**config.mk**
```make
export PLATFORM = sky130hd
export DESIGN_NAME = command_length_payload_deframer
export DESIGN_NICKNAME = d
export VERILOG_FILES = /design/src/rtl/clpd_pkg.sv /design/src/rtl/clpd_front.sv /design/src/rtl/clpd_queue.sv /design/src/rtl/clpd_back.sv /design/src/rtl/command_length_payload_deframer.sv
export SDC_FILE = /design/constraint.sdc
export NUM_CORES = 1
export LEC_CHECK = 0
export BUFFER_PORTS_ARGS = -buffer_cell sky130_fd_sc_hd__buf_2
export CAP_MARGIN = 10
export CORE_MARGIN = 2
export CORE_UTILIZATION = 35
export CTS_CLUSTER_DIAMETER = 150
export DETAILED_ROUTE_END_ITERATION = 6
export SLEW_MARGIN = 20
export SYNTH_ARGS = -nofsm -noshare
export SYNTH_HDL_FRONTEND = slang
export SYNTH_HIERARCHICAL = 1
export SYNTH_SLANG_ARGS = --single-unit
```
**constraint.sdc**
```tcl
create_clock -name clock -period 8.45 [get_ports clock]
set_input_delay 1.69 -clock clock [delete_from_list [all_inputs] [get_ports clock]]
set_output_delay 1.69 -clock clock [all_outputs]
set_load 0.05 [all_outputs]
```
**src/rtl/clpd_pkg.sv**
```systemverilog
// shared types and constants of the command/length/payload deframer
`default_nettype none

package clpd_pkg;

   typedef enum logic [1:0] {
      PH_CMD    = 2'd0,
      PH_LEN_LO = 2'd1,
      PH_LEN_HI = 2'd2,
      PH_DATA   = 2'd3
   } phase_type;

   typedef enum logic [1:0] {
      KIND_PAYLOAD  = 2'd0,
      KIND_EMPTY    = 2'd1,
      KIND_BAD_CMD  = 2'd2,
      KIND_OVERLONG = 2'd3
   } kind_type;

   localparam int CSR_INDEX_W = 2;
   localparam int CSR_DATA_W  = 16;

   localparam logic [CSR_INDEX_W-1:0] CSR_COMMAND_MIN        = 2'd0;
   localparam logic [CSR_INDEX_W-1:0] CSR_COMMAND_MAX        = 2'd1;
   localparam logic [CSR_INDEX_W-1:0] CSR_MAX_PAYLOAD_LENGTH = 2'd2;

   localparam logic [7:0]  COMMAND_MIN_RESET        = 8'd0;
   localparam logic [7:0]  COMMAND_MAX_RESET        = 8'd255;
   localparam logic [15:0] MAX_PAYLOAD_LENGTH_RESET = 16'd255;

   typedef struct packed {
      kind_type    kind;
      logic [7:0]  command;
      logic [15:0] length;
      logic [15:0] byte_index;
      logic [7:0]  data_byte;
      logic        end_of_packet;
   } rsp_item_type;

endpackage

`default_nettype wire

```
**src/rtl/clpd_front.sv**
```systemverilog
// front end: header parsing, command and length checks, result classification
`default_nettype none

module clpd_front (
   input  wire                                 clock,
   input  wire                                 reset,
   input  wire                                 req_push,
   input  wire  [7:0]                          req_byte_in,
   input  wire                                 queue_full,
   input  wire                                 csr_valid,
   input  wire  [clpd_pkg::CSR_INDEX_W-1:0]    csr_index,
   input  wire  [clpd_pkg::CSR_DATA_W-1:0]     csr_data,
   output logic                                item_valid,
   output clpd_pkg::rsp_item_type              item
);

   clpd_pkg::phase_type phase_ff, phase_in;
   logic [7:0]  held_command_ff, held_command_in;
   logic [15:0] held_length_ff, held_length_in;
   logic [15:0] bytes_received_ff, bytes_received_in;
   logic [7:0]  command_min_ff;
   logic [7:0]  command_max_ff;
   logic [15:0] max_payload_length_ff;

   logic        accept;
   logic        bad_cmd;
   logic [15:0] full_length;
   logic        overlong;
   logic        zero_length;
   logic [15:0] next_index;
   logic        last_byte;

   assign accept      = req_push & ~queue_full;
   assign bad_cmd     = (req_byte_in < command_min_ff) || (req_byte_in > command_max_ff);
   assign full_length = {req_byte_in, held_length_ff[7:0]};
   assign overlong    = full_length > max_payload_length_ff;
   assign zero_length = full_length == 16'd0;
   assign next_index  = bytes_received_ff + 16'd1;
   assign last_byte   = next_index == held_length_ff;

   // next state
   always_comb begin
      phase_in = phase_ff;
      if (accept) begin
         unique case (phase_ff)
            clpd_pkg::PH_CMD: begin
               phase_in = bad_cmd ? clpd_pkg::PH_CMD : clpd_pkg::PH_LEN_LO;
            end
            clpd_pkg::PH_LEN_LO: begin
               phase_in = clpd_pkg::PH_LEN_HI;
            end
            clpd_pkg::PH_LEN_HI: begin
               phase_in = (overlong || zero_length) ? clpd_pkg::PH_CMD : clpd_pkg::PH_DATA;
            end
            clpd_pkg::PH_DATA: begin
               phase_in = last_byte ? clpd_pkg::PH_CMD : clpd_pkg::PH_DATA;
            end
            default: begin
               phase_in = clpd_pkg::PH_CMD;
            end
         endcase
      end
   end

   // outputs and held header fields
   always_comb begin
      item_valid         = 1'b0;
      item.kind          = clpd_pkg::KIND_PAYLOAD;
      item.command       = held_command_ff;
      item.length        = held_length_ff;
      item.byte_index    = 16'd0;
      item.data_byte     = 8'd0;
      item.end_of_packet = 1'b0;
      held_command_in    = held_command_ff;
      held_length_in     = held_length_ff;
      bytes_received_in  = bytes_received_ff;
      if (accept) begin
         unique case (phase_ff)
            clpd_pkg::PH_CMD: begin
               if (bad_cmd) begin
                  item_valid   = 1'b1;
                  item.kind    = clpd_pkg::KIND_BAD_CMD;
                  item.command = req_byte_in;
                  item.length  = 16'd0;
               end else begin
                  held_command_in = req_byte_in;
               end
               bytes_received_in = 16'd0;
            end
            clpd_pkg::PH_LEN_LO: begin
               held_length_in = {8'd0, req_byte_in};
            end
            clpd_pkg::PH_LEN_HI: begin
               held_length_in    = full_length;
               bytes_received_in = 16'd0;
               if (overlong) begin
                  item_valid  = 1'b1;
                  item.kind   = clpd_pkg::KIND_OVERLONG;
                  item.length = full_length;
               end else if (zero_length) begin
                  item_valid         = 1'b1;
                  item.kind          = clpd_pkg::KIND_EMPTY;
                  item.length        = 16'd0;
                  item.end_of_packet = 1'b1;
               end
            end
            clpd_pkg::PH_DATA: begin
               item_valid         = 1'b1;
               item.kind          = clpd_pkg::KIND_PAYLOAD;
               item.byte_index    = bytes_received_ff;
               item.data_byte     = req_byte_in;
               item.end_of_packet = last_byte;
               bytes_received_in  = last_byte ? 16'd0 : next_index;
            end
            default: begin
               item_valid = 1'b0;
            end
         endcase
      end
   end

   always_ff @(posedge clock) begin
      if (reset) begin
         phase_ff          <= clpd_pkg::PH_CMD;
         held_command_ff   <= 8'd0;
         held_length_ff    <= 16'd0;
         bytes_received_ff <= 16'd0;
      end else begin
         phase_ff          <= phase_in;
         held_command_ff   <= held_command_in;
         held_length_ff    <= held_length_in;
         bytes_received_ff <= bytes_received_in;
      end
   end

   always_ff @(posedge clock) begin
      if (reset) begin
         command_min_ff        <= clpd_pkg::COMMAND_MIN_RESET;
         command_max_ff        <= clpd_pkg::COMMAND_MAX_RESET;
         max_payload_length_ff <= clpd_pkg::MAX_PAYLOAD_LENGTH_RESET;
      end else if (csr_valid) begin
         case (csr_index)
            clpd_pkg::CSR_COMMAND_MIN:        command_min_ff        <= csr_data[7:0];
            clpd_pkg::CSR_COMMAND_MAX:        command_max_ff        <= csr_data[7:0];
            clpd_pkg::CSR_MAX_PAYLOAD_LENGTH: max_payload_length_ff <= csr_data;
            default: begin
               command_min_ff <= command_min_ff;
            end
         endcase
      end
   end

endmodule

`default_nettype wire

```
**src/rtl/clpd_queue.sv**
```systemverilog
// result queue between front end and output stage
`default_nettype none

module clpd_queue #(
   parameter int DEPTH = 4
) (
   input  wire                     clock,
   input  wire                     reset,
   input  wire                     wr_en,
   input  clpd_pkg::rsp_item_type  wr_item,
   input  wire                     rd_en,
   output clpd_pkg::rsp_item_type  rd_item,
   output logic                    full,
   output logic                    empty
);

   localparam int PTR_W = (DEPTH > 1) ? $clog2(DEPTH) : 1;
   localparam int CNT_W = $clog2(DEPTH + 1);
   localparam logic [PTR_W-1:0] LAST_PTR  = PTR_W'(DEPTH - 1);
   localparam logic [CNT_W-1:0] DEPTH_CNT = CNT_W'(DEPTH);

   clpd_pkg::rsp_item_type mem [DEPTH];
   logic [PTR_W-1:0] wr_ptr_ff, wr_ptr_in;
   logic [PTR_W-1:0] rd_ptr_ff, rd_ptr_in;
   logic [CNT_W-1:0] count_ff, count_in;
   logic do_wr;
   logic do_rd;

   assign full    = count_ff == DEPTH_CNT;
   assign empty   = count_ff == '0;
   assign do_wr   = wr_en & ~full;
   assign do_rd   = rd_en & ~empty;
   assign rd_item = mem[rd_ptr_ff];

   always_comb begin
      wr_ptr_in = wr_ptr_ff;
      rd_ptr_in = rd_ptr_ff;
      count_in  = count_ff;
      if (do_wr) begin
         wr_ptr_in = (wr_ptr_ff == LAST_PTR) ? '0 : wr_ptr_ff + PTR_W'(1);
      end
      if (do_rd) begin
         rd_ptr_in = (rd_ptr_ff == LAST_PTR) ? '0 : rd_ptr_ff + PTR_W'(1);
      end
      if (do_wr && !do_rd) begin
         count_in = count_ff + CNT_W'(1);
      end else if (do_rd && !do_wr) begin
         count_in = count_ff - CNT_W'(1);
      end
   end

   always_ff @(posedge clock) begin
      if (do_wr) begin
         mem[wr_ptr_ff] <= wr_item;
      end
   end

   always_ff @(posedge clock) begin
      if (reset) begin
         wr_ptr_ff <= '0;
         rd_ptr_ff <= '0;
         count_ff  <= '0;
      end else begin
         wr_ptr_ff <= wr_ptr_in;
         rd_ptr_ff <= rd_ptr_in;
         count_ff  <= count_in;
      end
   end

endmodule

`default_nettype wire

```
**src/rtl/clpd_back.sv**
```systemverilog
// output stage: holds the oldest result until the receiver takes it
`default_nettype none

module clpd_back (
   input  wire                     clock,
   input  wire                     reset,
   input  wire                     queue_empty,
   input  clpd_pkg::rsp_item_type  queue_item,
   output logic                    queue_pop,
   input  wire                     rsp_pop,
   output logic                    rsp_empty,
   output clpd_pkg::rsp_item_type  rsp_item
);

   logic                   out_valid_ff, out_valid_in;
   clpd_pkg::rsp_item_type out_item_ff;

   assign queue_pop = ~queue_empty & (~out_valid_ff | rsp_pop);
   assign rsp_empty = ~out_valid_ff;
   assign rsp_item  = out_item_ff;

   always_comb begin
      out_valid_in = out_valid_ff;
      if (queue_pop) begin
         out_valid_in = 1'b1;
      end else if (rsp_pop) begin
         out_valid_in = 1'b0;
      end
   end

   always_ff @(posedge clock) begin
      if (reset) begin
         out_valid_ff <= 1'b0;
      end else begin
         out_valid_ff <= out_valid_in;
      end
   end

   always_ff @(posedge clock) begin
      if (queue_pop) begin
         out_item_ff <= queue_item;
      end
   end

endmodule

`default_nettype wire

```
**src/rtl/command_length_payload_deframer.sv**
```systemverilog
// top level of the command/length/payload deframer
//
// Bytes enter on the req_ channel (push/full), one per transfer. Packets are
// a command byte, a 16-bit little-endian length and that many payload bytes.
// The front end parses headers and classifies each byte; results (payload
// byte, empty packet, invalid command, overlong packet) go into a small queue
// of QUEUE_DEPTH entries, and an output register presents the oldest result
// on the rsp_ channel (empty/pop). A header byte gives a result only for an
// invalid command, an empty packet or an overlong packet.
// Throughput: one byte per cycle while req_full is low; a result is written
// into the queue at the transfer edge, then loaded into the output register.
// When the receiver stalls, results pile up in the queue and output register;
// req_full rises only once the queue is full.
// The csr_ channel writes command_min (0), command_max (1) and
// max_payload_length (2); it is always ready and should be used while idle.
// Reset (synchronous) returns the parser to the command phase, empties the
// queue and output register, and restores the register defaults.
`default_nettype none

module command_length_payload_deframer #(
   parameter int QUEUE_DEPTH = 4
) (
   input  wire                               clock,
   input  wire                               reset,
   input  wire                               req_push,
   output logic                              req_full,
   input  wire  [7:0]                        req_byte_in,
   output logic                              rsp_empty,
   input  wire                               rsp_pop,
   output logic [1:0]                        rsp_kind,
   output logic [7:0]                        rsp_command,
   output logic [15:0]                       rsp_length,
   output logic [15:0]                       rsp_byte_index,
   output logic [7:0]                        rsp_data_byte,
   output logic                              rsp_end_of_packet,
   input  wire                               csr_valid,
   output logic                              csr_ready,
   input  wire  [clpd_pkg::CSR_INDEX_W-1:0]  csr_index,
   input  wire  [clpd_pkg::CSR_DATA_W-1:0]   csr_data
);

   logic                   item_valid;
   clpd_pkg::rsp_item_type item;
   logic                   queue_full;
   logic                   queue_empty;
   logic                   queue_pop;
   clpd_pkg::rsp_item_type queue_item;
   clpd_pkg::rsp_item_type out_item;

   assign csr_ready = 1'b1;
   assign req_full  = queue_full;

   clpd_front u_front (
      .clock       (clock),
      .reset       (reset),
      .req_push    (req_push),
      .req_byte_in (req_byte_in),
      .queue_full  (queue_full),
      .csr_valid   (csr_valid),
      .csr_index   (csr_index),
      .csr_data    (csr_data),
      .item_valid  (item_valid),
      .item        (item)
   );

   clpd_queue #(
      .DEPTH (QUEUE_DEPTH)
   ) u_queue (
      .clock   (clock),
      .reset   (reset),
      .wr_en   (item_valid),
      .wr_item (item),
      .rd_en   (queue_pop),
      .rd_item (queue_item),
      .full    (queue_full),
      .empty   (queue_empty)
   );

   clpd_back u_back (
      .clock       (clock),
      .reset       (reset),
      .queue_empty (queue_empty),
      .queue_item  (queue_item),
      .queue_pop   (queue_pop),
      .rsp_pop     (rsp_pop),
      .rsp_empty   (rsp_empty),
      .rsp_item    (out_item)
   );

   assign rsp_kind          = out_item.kind;
   assign rsp_command       = out_item.command;
   assign rsp_length        = out_item.length;
   assign rsp_byte_index    = out_item.byte_index;
   assign rsp_data_byte     = out_item.data_byte;
   assign rsp_end_of_packet = out_item.end_of_packet;

endmodule

`default_nettype wire
```
==> results.json, run 1 <==
{
  "arrival_ps": 5600,
  "ys_top_cells_by_area": "edfxtp_1 53%, dfxtp_1 12%, mux4_2 7.9%",
  "fmax_mhz": 194.0,
  "synthTopCellsByCount": "255 x edfxtp_1, 84 x dfxtp_1, 67 x nand2_1",
  "fin_tns_setup_ps": 0,
  "critPathKind": "in2reg",
  "clock-sinks": 339,
  "numCtsBuffers": 37,
  "min_path_type": "reg2reg",
  "timing.final.crit_share": 0.6099,
  "syn-num-nets": 1087,
  "rr_worst_depth": 14,
  "slew_violations": 0,
  "root_buffer": "clkbuf_16",
  "cp-start-kind": "input pin",
  "worst_pin_slew_ps": 955.0,
  "ys_types": 75,
  "drt-pass1-iter-count": 5,
  "synth_top_area_cell": "edfxtp_1",
  "die_h_um": 207.2,
  "grt_first_pass_wirelength_um": 50490,
  "p_leak_nw": 5.808,
  "worst_slack_ps": 3296,
  "min_to": "u_front/max_payload_length_ff[12]",
  "fp-row-count": 74,
  "path_clk_slew_ps": 60,
  "reg2reg_to": "u_queue/count_ff[2]",
  "yosys_warnings": 6,
  "wirelength_um": 31640,
  "grt_pass1_vias": 8717,
  "path_max_fanout": 10,
  "startpoint": "req_byte_in[4]",
  "routed_via_density": 5.171,
  "overflow": 0,
  "min_path_cells": 2,
  "grt_max_degree": 78,
  "grt_use_total": 0.1489,
  "fp.dieW_um": 207.2,
  "r2r_slack_ps": 4150,
  "rsz0062_at_grt": "no",
  "pin_count": 85,
  "htreeDepth": 2,
  "start_util": 0.3540,
  "status": "completed",
  "ys_seq_area_frac": 0.6461,
  "cap_violations": 0,
  "synthArstFlopShare": 0,
  "port_buffers": 83,
  "detail-route-antenna-nets": 0,
  "cts_tree": "built",
  "insertedDiodeCount": 0,
  "setup_viol": 0,
  "skew_ps": 12.91,
  "hold_viol": 0,
  "slew-limit-headroom": 0.3610,
  "clk_latency_ps": 530,
  "antenna_found_initial": 0,
  "place_hpwl_um": 20230,
  "dp_slack_ps": 2758,
  "drive_gt1_frac": 0.2145,
  "syn_inst": 1012,
  "syn2layout_area_growth_pct": 14.44,
  "drt_iter0_markers": 524,
  "synth-main-ff-cell": "edfxtp_1",
  "syn-cell-area_um2": 14460,
  "drc": 0,
  "vias": 8512,
  "dieArea_um2": 42940,
  "gp_congestion": 0.8420,
  "peakVddDrop_v": 0.0001596,
  "min_period_ps": 5154,
  "ctsResizeCount": 0,
  "wire_per_inst_um": 19.22,
  "cp_data_required_time_ps": 8890,
  "crit_path_end_kind": "register",
  "cts.path.max_buffers": 3,
  "yosysMostFrequentCell": "edfxtp_1",
  "synth_top_area_share": 0.5297,
  "post_cts_buffers": 0,
  "hp-start": "u_front/max_payload_length_ff[12]",
  "core_um2": 40830,
  "layout.nets": 1160,
  "power.total_mw": 4.943,
  "rr_startpoint": "u_queue/count_ff[0]",
  "syn_avg_cell_area_um2": 14.28,
  "synth_edf_count": 255,
  "powerDensity_nw_per_um2": 298.8,
  "synth-seq-cells": 339,
  "hold_buffers": 0
}
==> metrics by stage <==
stage | instance area (um^2) | hold slack, ps | instances | utilization
after floorplan | 14460 | 436.3 | 1012 | -
after global placement | 15340 | 447.6 | 1578 | 0.3757
after detailed placement | 15340 | 450.8 | 1578 | 0.3757
after CTS | 16540 | 459.0 | 1646 | 0.4051
after global routing | 16540 | 473.3 | 1646 | 0.4051
final | 16540 | 459.2 | 1646 | 0.4051
==> per-layer routing <==
layer  track usage  share of wire  wire [um]
met5             0              0          0
met4       0.04286          0.021        658
met3       0.02617          0.041       1300
met2        0.2497           0.49      15420
met1        0.1987           0.45      14250
==> how the worst max path moves through the flow <==
stage | endpoint | slack (ps) | depth (start not counted)
2_1_floorplan | u_queue/count_ff[2] | 2670 | 9
3_3_place_gp | u_queue/count_ff[2] | 2910 | 16
3_5_place_dp | u_queue/count_ff[2] | 2760 | 16
4_1_cts | u_queue/count_ff[2] | 3310 | 16
5_1_grt | u_queue/count_ff[2] | 3100 | 16
6_report | u_queue/count_ff[2] | 3300 | 16
==> worst max-delay path, cell delays in order <==
cell	delay (ps)
buf_2	180
ha_1	330
nand3_1	100
or3_1	420
and2_4	160
a311oi_4	350
o31ai_1	130
a31oi_1	550
inv_1	150
nor2_2	180
ha_1	200
inv_1	60
fa_1	370
xor2_1	160
or3_2	410
a21oi_1	140
==> where the power goes <==
part,total [mW],internal (mW),switching (mW)
registers,2.17,2.07,0.0988
logic,1.20,0.330,0.867
clock network,1.57,0.943,0.629
==> area by class of cell <==
cell class / instances / area, um^2
fill: 3764 / 24290
sequential: 339 / 9346
multi-input combinational: 566 / 4669
clock buffer: 53 / 1069
tap: 532 / 665.6
timing repair buffer: 89 / 460.4
inverter: 52 / 200.2
clock inverter: 15 / 131.4
==> cells by family (layout without fill, tap and decap cells) <==
logic type	Yosys count	count (layout)	synth area share
other	1	1	0.0002594
xor gates and xnor gates	22	22	0.01333
adders and majority gates	44	44	0.03861
and+or+nand+nor	287	287	0.1066
muxes	69	69	0.09253
AOI/OAI and AO/OA	143	143	0.07011
buffers and inverters	107	209	0.03246
DFF	339	339	0.6461
==> sequential cells by signal (all words and copies together) (netlist names), named ones only <==
register / count
u_front/bytes_received_ff: 16
u_front/held_length_ff: 16
u_queue/count_ff: 3
u_queue/mem: 204
u_front/held_command_ff: 8
u_front/max_payload_length_ff: 16
u_queue/wr_ptr_ff: 2
u_front/command_min_ff: 8
u_front/phase_ff: 2
u_queue/rd_ptr_ff: 2
u_front/command_max_ff: 8
u_back/out_valid_ff: 1
u_back/rsp_item: 51
==> cells in the final DEF (no fill, tap or decap), types with 6 or more instances in the layout <==
master,count
nor2b_1,12
nor3_1,18
xor2_1,8
a21oi_1,54
buf_2,83
clkbuf_1,10
o211ai_1,13
or3_1,7
dfxtp_1,82
nor3b_1,9
nand3_1,37
mux2_2,7
ha_1,43
mux4_2,51
inv_1,50
clkinv_2,7
clkbuf_16,39
o21ai_0,20
a21o_1,7
a22o_1,8
nand4_1,9
xnor2_1,14
nor4_1,12
edfxtp_1,255
nor2_1,51
mux2i_1,11
nand2_1,67
and3_1,26
buf_4,6
(Power assumes the default switching activity.)
==> run 2: changes to the inputs <==
- ABC_AREA: not set -> 1
- clock period: 8.45 -> 4.85 ns (I/O delays scaled with it)
==> results.json, run 2 <==
{
  "syn_inst": 1352,
  "p_int_mw": 5.884,
  "synth_top_area_cell": "edfxtp_1",
  "fp-row-count": 74,
  "die_h_um": 207.7,
  "path_clk_slew_ps": 60,
  "synth_edf_count": 255,
  "syn2layout_area_growth_pct": 14.28,
  "peakVddDrop_v": 0.0002787,
  "slew_violations": 0,
  "overflow": 0,
  "synth_top_area_share": 0.5271,
  "syn_avg_cell_area_um2": 10.75,
  "p_leak_nw": 6.165,
  "hold_buffers": 0,
  "ys_types": 39,
  "post_cts_buffers": 0,
  "ys_top_cells_by_area": "edfxtp_1 53%, dfxtp_1 12%, nand2_1 5.5%",
  "worst_pin_slew_ps": 1072,
  "min_path_cells": 2,
  "reg2reg_to": "u_queue/count_ff[1]",
  "clk_latency_ps": 520,
  "cts_tree": "built",
  "hold_viol": 0,
  "wirelength_um": 34430,
  "status": "completed",
  "power_frac_comb": 0.302,
  "synth-seq-cells": 339,
  "synthArstFlopShare": 0,
  "gp_congestion": 0.8589,
  "detail-route-antenna-nets": 0,
  "p_clk_frac": 0.284,
  "routed_via_density": 5.074,
  "fin_area_um2": 16600,
  "clock-sinks": 339,
  "place_hpwl_um": 22780,
  "rsz0062_at_grt": "no",
  "dieArea_um2": 43150,
  "path_max_fanout": 12,
  "drive_gt1_frac": 0.1290,
  "p_sw_frac": 0.3677,
  "worst_slack_ps": 1098,
  "htreeDepth": 2,
  "synthTopCellsByCount": "255 x edfxtp_1, 211 x nand2_1, 179 x nor2_1",
  "yosysMostFrequentCell": "edfxtp_1",
  "rr_startpoint": "u_front/command_min_ff[3]",
  "dp_cells": 1926,
  "drc": 0,
  "syn-cell-area_um2": 14530,
  "wire_per_inst_um": 17.31,
  "nFillCells": 3990,
  "switchingPower_mw": 3.422,
  "regMostFlops": "u_queue/mem",
  "fin_tns_setup_ps": 0,
  "largest_register_ffs": 204,
  "fmax_mhz": 266.5,
  "layout.nets": 1508,
  "pin_count": 85,
  "synth-main-ff-cell": "edfxtp_1",
  "root_buffer": "clkbuf_16",
  "whs_ps": 460.9,
  "insertedDiodeCount": 0,
  "min_period_ps": 3752,
  "fp.dieW_um": 207.7,
  "slew-limit-headroom": 0.2855,
  "final_common_cell": "edfxtp_1",
  "vias": 10090,
  "cp_data_required_time_ps": 5270,
  "ctsResizeCount": 0,
  "placed_cell_area_um2": 15460,
  "core_um2": 40920,
  "cts.path.max_buffers": 3,
  "mostFrequentLayoutCells": "255 x edfxtp_1, 211 x nand2_1, 175 x nor2_1, 108 x inv_1, 85 x o21ai_0",
  "grt_use_total": 0.1568,
  "drt_iter0_markers": 693,
  "cap_violations": 0,
  "hp-start": "u_front/max_payload_length_ff[14]",
  "drt-pass1-iter-count": 6,
  "grt_max_degree": 103,
  "antenna_found_initial": 1,
  "port_buffers": 83,
  "min_to": "u_front/max_payload_length_ff[14]",
  "arrival_ps": 4170,
  "setup_viol": 0,
  "timing.final.crit_share": 0.7737,
  "r2r_slack_ps": 1360,
  "ys_seq_area_frac": 0.6428,
  "grt_pass1_vias": 9495,
  "grt_first_pass_wirelength_um": 53640,
  "critPathKind": "in2reg",
  "skew_ps": 7.739,
  "powerDensity_nw_per_um2": 560.5,
  "dp_slack_ps": 606.5,
  "cp-start-kind": "input pin",
  "crit_path_end_kind": "register",
  "rr_worst_depth": 18,
  "finalNonFillerCells": 1989,
  "min_path_type": "reg2reg",
  "finish.utilization": 0.4057,
  "p_seq_frac": 0.414,
  "numCtsBuffers": 37,
  "yosys_warnings": 6,
  "syn-num-nets": 1427,
  "start_util": 0.3550,
  "power.total_mw": 9.306
}
==> run 2: cell types whose count changed after synthesis, moves of 13 or more <==
cell and delta:
nor2b_1 -13, inv_1 +59, mux4_2 -51, o21ai_1 +61, nor2_1 +128, nand2_1 +144, o22ai_1 +52, xnor2_1 -13
and3_1 -26, o21ai_0 +65, nor3_1 -15
==> run 2: logic make-up (layout without fill, tap and decap cells) <==
kind of cell | Yosys count | after routing | synth area share
adder cells (fa/ha/maj) | 44 | 44 | 0.03841
XOR/XNOR | 3 | 3 | 0.001809
AO/OA/AOI/OAI | 299 | 299 | 0.1152
flip-flops | 339 | 339 | 0.6428
other | 1 | 1 | 0.0002581
buffers and inverters | 171 | 276 | 0.05495
AND/OR/NAND/NOR | 495 | 495 | 0.1466
==> run 2: power groups by stage <==
| stage | Combinational (mW) | Clock (mW) | Sequential [mW] |
|---|---|---|---|
| floorplan | 1.32 | 0 | 4.74 |
| global placement | 2.81 | 0 | 3.92 |
| detailed placement | 2.86 | 0 | 3.92 |
| CTS | 2.86 | 2.71 | 3.86 |
| global route | 3.07 | 2.83 | 3.89 |
| finish | 2.81 | 2.64 | 3.85 |
==> run 2: worst max-delay path by stage <==
stage,start,end,slack (ps),cells after the start
CTS,req_byte_in[3],u_queue/count_ff[1],1150,18
global placement,req_byte_in[5],u_queue/count_ff[1],700,19
global route,req_byte_in[3],u_queue/count_ff[1],820,18
finish,req_byte_in[3],u_queue/count_ff[1],1100,18
floorplan,req_byte_in[7],u_queue/mem[0][0],-150,14
detailed placement,req_byte_in[3],u_queue/count_ff[1],610,18
==> run 2: layout make-up <==
class	count	area (um^2)	area share
Sequential cell	339	9340	0.5626
Multi-Input combinational cell	842	4432	0.2669
Clock buffer	48	1008	0.06074
Tap cell	532	665.6	0.04009
Timing Repair Buffer	97	583.1	0.03512
Inverter	116	440.4	0.02653
Clock inverter	15	132.6	0.007989
==> run 2: critical path: stages <==
cell and delay, ps:
buf_2 150, ha_1 320, nand2_1 60, o21ai_0 190, nand4_1 120, o211ai_1 200, nand2_1 330, nand2_1 140
nand3_1 80, nand2_1 120, inv_1 90, nand2_1 360, inv_1 90, ha_1 220, inv_1 90, fa_1 420
o21ai_0 160, nor2_1 50
==> run 2: routing by layer <==
layer,vias to the layer above,track usage,wire (um)
met5,-,0,11
met4,2,0.06432,1401
met3,70,0.02284,1912
met2,299,0.2467,15340
met1,4818,0.2180,15770
li1,4904,-,-
==> run 3: changes to the inputs <==
- clock period: 4.85 -> 3.2 ns (I/O delays scaled with it)
==> results.json, run 3 (synthesis gave the netlist of run 2 again) <==
{
  "min_period_ps": 2876,
  "syn2layout_area_growth_pct": 19.70,
  "wirelength_um": 35280,
  "post_cts_buffers": 0,
  "clock-sinks": 339,
  "grt_max_degree": 54,
  "slew_violations": 0,
  "reg2reg_to": "u_queue/count_ff[1]",
  "drt_iter0_markers": 695,
  "worst_pin_slew_ps": 987.1,
  "grt_use_total": 0.1633,
  "fmax_mhz": 347.7,
  "startpoint": "u_front/max_payload_length_ff[15]",
  "p_sw_frac": 0.3637,
  "rr_startpoint": "u_front/max_payload_length_ff[15]",
  "p_clk_frac": 0.289,
  "crit_path_end_kind": "register",
  "detail-route-antenna-nets": 0,
  "powerDensity_nw_per_um2": 833.8,
  "die_h_um": 207.7,
  "critPathMostFrequentCell": "nand2_1",
  "worst_slack_ps": 323.6,
  "r2r_slack_ps": 320,
  "p_seq_frac": 0.402,
  "worst_path_max_delay_cell": "fa_2",
  "peakVddDrop_v": 0.0004761,
  "cts_tree": "built",
  "root_buffer": "clkbuf_16",
  "rsz0062_at_grt": "no",
  "gp_congestion": 0.9049,
  "fp-row-count": 74,
  "fin_tns_setup_ps": 0,
  "setup_viol": 0,
  "core_um2": 40920,
  "mostFrequentLayoutCells": "255 x edfxtp_1, 210 x nand2_1, 173 x nor2_1, 108 x inv_1, 84 x o21ai_0",
  "pin_count": 85,
  "antenna_found_initial": 0,
  "path_max_fanout": 2,
  "p_int_mw": 9.226,
  "dp_cells": 1991,
  "arrival_ps": 3320,
  "cp-start-kind": "register",
  "port_buffers": 83,
  "start_util": 0.3550,
  "final_common_cell": "edfxtp_1",
  "slew-limit-headroom": 0.3412,
  "drt-pass1-iter-count": 5,
  "drive_gt1_frac": 0.1723,
  "power_frac_comb": 0.309,
  "hold_buffers": 0,
  "finalNonFillerCells": 2058,
  "numCtsBuffers": 39,
  "cts.path.max_buffers": 3,
  "timing.final.crit_share": 0.8989,
  "wire_per_inst_um": 17.14,
  "layout.nets": 1575,
  "routed_via_density": 5.034,
  "path_clk_slew_ps": 60,
  "cp_data_required_time_ps": 3640,
  "critPathKind": "reg2reg",
  "path_cells": "inv_1 -> ha_1 -> nand2_1 -> nor4_4 -> nand4_1 -> nand2_1 -> nand2_1 -> nand2_1 -> nand3_1 -> nand2_1 -> inv_2 -> nand2_4 -> inv_1 -> ha_1 -> inv_1 -> fa_2 -> o21ai_1 -> nor2_1",
  "overflow": 0,
  "ctsResizeCount": 0,
  "largest_register_ffs": 204,
  "place_hpwl_um": 23960,
  "insertedDiodeCount": 0,
  "htreeDepth": 2,
  "switchingPower_mw": 5.274,
  "cap_violations": 0,
  "vias": 10360,
  "setup.worst_path.end": "u_queue/count_ff[1]",
  "fp.dieW_um": 207.7,
  "skew_ps": 18.05,
  "dp_slack_ps": -180.5,
  "p_leak_nw": 6.582,
  "drc": 0,
  "regMostFlops": "u_queue/mem",
  "grt_pass1_vias": 10150,
  "dieArea_um2": 43150,
  "cpPeakStageDelay_ps": 440,
  "rr_worst_depth": 18,
  "clk_latency_ps": 550,
  "power.total_mw": 14.50,
  "min_path_type": "in2reg",
  "status": "completed",
  "hold_viol": 0,
  "grt_first_pass_wirelength_um": 56160
}
==> run 3: through the flow <==
step / cell area (um^2) / hold WS, ps / utilization
floorplan: 14590 / 433.1 / -
global route: 17390 / 354.8 / 0.4249
finish: 17390 / 359.3 / 0.4249
global placement: 16180 / 455.6 / 0.3953
CTS: 17370 / 325.4 / 0.4245
detailed placement: 16180 / 457.9 / 0.3953
==> run 3: how the worst min path moves through the flow <==
| stage | end | start | slack [ps] | cells after the start |
|---|---|---|---|---|
| after global routing | u_front/command_max_ff[1] | csr_data[1] | 350 | 3 |
| after global placement | u_front/command_min_ff[6] | u_front/command_min_ff[6] | 460 | 2 |
| after floorplan | u_front/command_min_ff[1] | u_front/command_min_ff[1] | 430 | 2 |
| after detailed placement | u_front/max_payload_length_ff[14] | u_front/max_payload_length_ff[14] | 460 | 2 |
| after CTS | u_front/max_payload_length_ff[1] | csr_data[1] | 330 | 3 |
| final | u_front/command_max_ff[1] | csr_data[1] | 360 | 3 |
==> run 3: final cells by class <==
cell class | instances | area [um^2]
clock buffers | 49 | 1035
fillers | 3939 | 23540
flip-flops and latches | 339 | 9341
repair buffers | 162 | 1284
inverters | 116 | 440.4
clock inverters | 18 | 161.4
well taps | 532 | 665.6
multi-input cells | 842 | 4462
==> run 3: critical path, delay by kind of cell (launching register included) <==
| family | cells | cell delay [ps] |
|---|---|---|
| and+or+nand+nor | 10 | 1130 |
| buffers and inverters | 4 | 250 |
| AOI/OAI and AO/OA | 1 | 150 |
| adders and majority gates | 3 | 940 |
| DFF | 1 | 300 |
==> run 3: power by group through the flow <==
stage / logic (mW) / registers [mW] / clock network (mW)
floorplan: 2.03 / 7.16 / 0
global placement: 4.46 / 5.93 / 0
detailed placement: 4.52 / 5.93 / 0
CTS: 4.52 / 5.84 / 4.31
global route: 4.89 / 5.90 / 4.46
finish: 4.49 / 5.83 / 4.18
==> run 3: metal layers <==
| metal | up-vias | wire length, um | global-route usage |
|---|---|---|---|
| met1 | 4977 | 16360 | 0.2207 |
| li1 | 5043 | - | - |
| met2 | 271 | 16080 | 0.2616 |
| met3 | 70 | 1828 | 0.03071 |
| met5 | - | 0 | 0 |
| met4 | 0 | 1008 | 0.06163 |
